`config.mk`:
```
export PLATFORM = sky130hd
export DESIGN_NAME = mht_ram
export DESIGN_NICKNAME = d
export VERILOG_FILES = /design/src/rtl/mht_ram.sv
export SDC_FILE = /design/constraint.sdc
export NUM_CORES = 1
export LEC_CHECK = 0
export BUFFER_PORTS_ARGS = -buffer_cell sky130_fd_sc_hd__buf_2
export CAP_MARGIN = 20
export CELL_PAD_IN_SITES_DETAIL_PLACEMENT = 0
export CELL_PAD_IN_SITES_GLOBAL_PLACEMENT = 2
export CORE_MARGIN = 2
export CORE_UTILIZATION = 48
export CTS_CLUSTER_SIZE = 28
export DETAILED_ROUTE_END_ITERATION = 12
export GPL_TIMING_DRIVEN = 0
export MAX_ROUTING_LAYER = met4
export PLACE_DENSITY_LB_ADDON = 0.3
export SLEW_MARGIN = 25
export SYNTH_ARGS = -nofsm -noshare
export SYNTH_HDL_FRONTEND = slang
export SYNTH_SLANG_ARGS = --single-unit
```
`constraint.sdc`:
```
create_clock -name i_clk -period 2.55 [get_ports i_clk]
set_clock_uncertainty 0.1 [all_clocks]
set_input_delay 0.3825 -clock i_clk [delete_from_list [all_inputs] [get_ports i_clk]]
set_output_delay 0.3825 -clock i_clk [all_outputs]
set_load 0.01 [all_outputs]
```
`src/rtl/mht_ram.sv`:
```
// Generic single-write, single-read RAM with registered read data.
module mht_ram #(
    parameter int WIDTH = 8,
    parameter int DEPTH = 16
) (
    input  logic                     i_clk,
    input  logic                     i_we,
    input  logic [$clog2(DEPTH)-1:0] i_waddr,
    input  logic [WIDTH-1:0]         i_wdata,
    input  logic [$clog2(DEPTH)-1:0] i_raddr,
    output logic [WIDTH-1:0]         o_rdata
);

    logic [WIDTH-1:0] r_mem [DEPTH];

    // Write port and registered read port.
    always_ff @(posedge i_clk) begin
        if (i_we) begin
            r_mem[i_waddr] <= i_wdata;
        end
        o_rdata <= r_mem[i_raddr];
    end

endmodule

```
==> out/metrics.yaml <==
die_area_um2: 11600
clock-sinks: 136
path_buf_inv: 1
worst_pin_slew_ns: 0.828
worstPathCellList: "buf_2, or3b_2, nor2_1"
yosysTopAreaCellShare_pct: 74.7
vias: 2319
place_congestion: 0.719
switching_share_pct: 19.2
post-cts-setup-buffers: 0
clock_path_buffers: 2
area_growth_pct: 17.4
grt-ovfl-total: 0
worstPathRequired_ns: 2.58
synth_top_family_by_area: "multiplexers"
r2r_end: "o_rdata[0]"
yosysUniqueCellTypes: 19
power.internal_mw: 4.12
worstReg2RegStart: "r_mem[6][0]"
layout_setup_ws_ns: 0.916
num_rows: 37
hp-class: "in -> reg"
grt_pass1_vias: 2382
cp_top_family: "simple AND/OR/NAND/NOR gates"
timing.final.crit_share_pct: 64.1
drive_gt1_share_pct: 30.2
maxSlewHeadroom_pct: 44.6
grt_max_degree: 17
power_density_nw_per_um2: 843
synth_simple_gate_area_share_pct: 3.18
cp_num_cells: 3
avgSynthCellArea_um2: 22.5
power.switching_uw: 981
endpoint: "r_mem[2][7]"
n_antenna_cell: 0
crit_fanout: 8
die_h_um: 108
rsz0062_at_grt: "no"
start_util_pct: 49.6
ys_seq_elements: 136
clkPwrFrac_pct: 46.0
synth_area_um2: 5150
vias_per_cell: 5.51
synth.area.mux_share_pct: 15.0
drv_slew: 0
remaining_drc_errors: 0
drtIter0Drc: 174
pwr-share-seq_pct: 49.3
comb_power_share_pct: 4.7
dp_slack_ns: 0.351
yosysSeqAreaShare_pct: 77.8
ant_nets: 0
fmax_mhz: 612
cts_buffers: 17
crit_start: "i_waddr[2]"
core_area_um2: 10400
cp-start-kind: "primary input"
clk_pin_slew_ns: 0.06
ctsHtreeMaxLevel: 4
yosysTopAreaCell: "edfxtp_1"
syn_inst: 229
cts-resized-gates: 0
synth_nets: 247
rrSetupSlack_ns: 1.01
end_kind: "flip-flop"
leakage_nw: 2.03
reg2reg_depth: 3
antenna_found_initial: 0
drt-total-wl_mm: 9.45
crit_arrival_ns: 1.67
port_buffers: 24
dr.pass1.iters: 4
die_x_um: 108
hpwlAfterDp_mm: 5.92
postCtsHoldBufs: 0
cts_tree: "built"
synth_fa_ha_area_share_pct: 0
finalSetupViolCount: 0
critPathMaxStageDelay_ns: 0.63
maxCapViolCount: 0
grt.total_usage_pct: 18.9
hold_violations: 0
synth_compound_area_share_pct: 2.33
yosys_warnings: 0
final.min_clock_period_ns: 1.63
outcome: "finished, final reports clean"
synth.area.top_cells: "edfxtp_1 (75%), mux4_2 (7.9%), mux4_1 (7.1%)"
nNetsFinal: 290
p_total_mw: 5.10
worstSkewPairLatency_ns: 0.51
wl_per_cell_um: 22.4
critPathSlowestCell: "nor2_1"
cts_root_buf: "clkbuf_8"
io-pin-count: 26
grt_pass1_wl_mm: 14.3
ir_drop_mv: 0.386
synth-xor-area-share_pct: 0
worstSetupPathType: "in -> reg"
==> registers in the layout, indices dropped and copies added (netlist names) <==
register and flops:
o_rdata 8, r_mem 128
==> area by class of cell <==
class,count,area [um2]
buffer,10,86.3
clock buffer,25,494
clock inverter,7,90.1
fill,759,4330
multi-input combinational,83,1080
sequential,136,4000
tap,136,170
timing repair buffer,24,120
==> placed cells by master, fill, tap and decap left out <==
cell type        synthesis  routed
a22oi_1                 16      16
and2_1                   1       1
and2b_1                  1       1
buf_2                    3      27
buf_4                    1       1
buf_6                    3       3
bufinv_16                0       2
clkbuf_1                 0       3
clkbuf_16                0      16
clkbuf_8                 0       6
clkdlybuf4s25_2          3       3
clkinv_2                 0       3
clkinvlp_4               0       2
dfxtp_1                  8       8
edfxtp_1               128     128
mux4_1                  14      14
mux4_2                  18      18
nand2_1                  9       9
nand2b_1                 2       2
nand3_1                  1       1
nand3b_1                 2       2
nor2_1                  13      13
nor2b_1                  1       1
nor3_2                   0       4
or3b_2                   1       1
==> how the worst min path moves through the flow <==
stage	depth (start not counted)	from	slack, ns	end
finish	1	i_wdata[5]	0.17	r_mem[6][5]
detailed placement	3	r_mem[8][2]	0.57	o_rdata[2]
floorplan	0	i_wdata[0]	0.38	r_mem[0][0]
global placement	3	r_mem[11][3]	0.55	o_rdata[3]
CTS	1	i_wdata[6]	0.16	r_mem[7][6]
global route	1	i_wdata[6]	0.16	r_mem[4][6]
==> cell usage after synthesis <==
master             n
and2b_1            1
or3b_2             1
nor3_1             4
nor2_1            13
mux4_2            18
and2_1             1
buf_2              3
buf_4              1
edfxtp_1         128
nand2b_1           2
nand2_1            9
a22oi_1           16
buf_6              3
nand3_1            1
mux4_1            14
nor2b_1            1
dfxtp_1            8
nand3b_1           2
clkdlybuf4s25_2    3
==> per-layer routing <==
metal,wire [um],global-route usage (%)
met5,0,-
met4,80,6.59
met3,679,5.51
met2,4570,27.4
met1,4120,25.9
==> power by group through the flow <==
| stage | Sequential [mW] | Clock [mW] | Combinational, mW |
|---|---|---|---|
| CTS | 2.51 | 2.38 | 0.246 |
| finish | 2.51 | 2.35 | 0.240 |
| global placement | 2.55 | 0 | 0.239 |
| global route | 2.51 | 2.48 | 0.263 |
| detailed placement | 2.56 | 0 | 0.245 |
| floorplan | 2.56 | 0 | 0.127 |
==> kinds of logic after synthesis <==
logic type,Yosys count
flops,136
simple gates,35
mux,32
compound gates,16
buf+inv,10
==> metrics by stage <==
stage / setup TNS [ns] / hold WS [ns] / util (%) / cells / cell area [um2]
after floorplan: 0 / 0.381 / - / 229 / 5150
after global placement: -0.524 / 0.555 / 52.4 / 389 / 5440
after detailed placement: 0 / 0.568 / 52.6 / 389 / 5460
after CTS: 0 / 0.156 / 58.3 / 421 / 6040
after global routing: 0 / 0.158 / 58.3 / 421 / 6040
final: 0 / 0.165 / 58.3 / 421 / 6040
(Power assumes the default switching activity.)
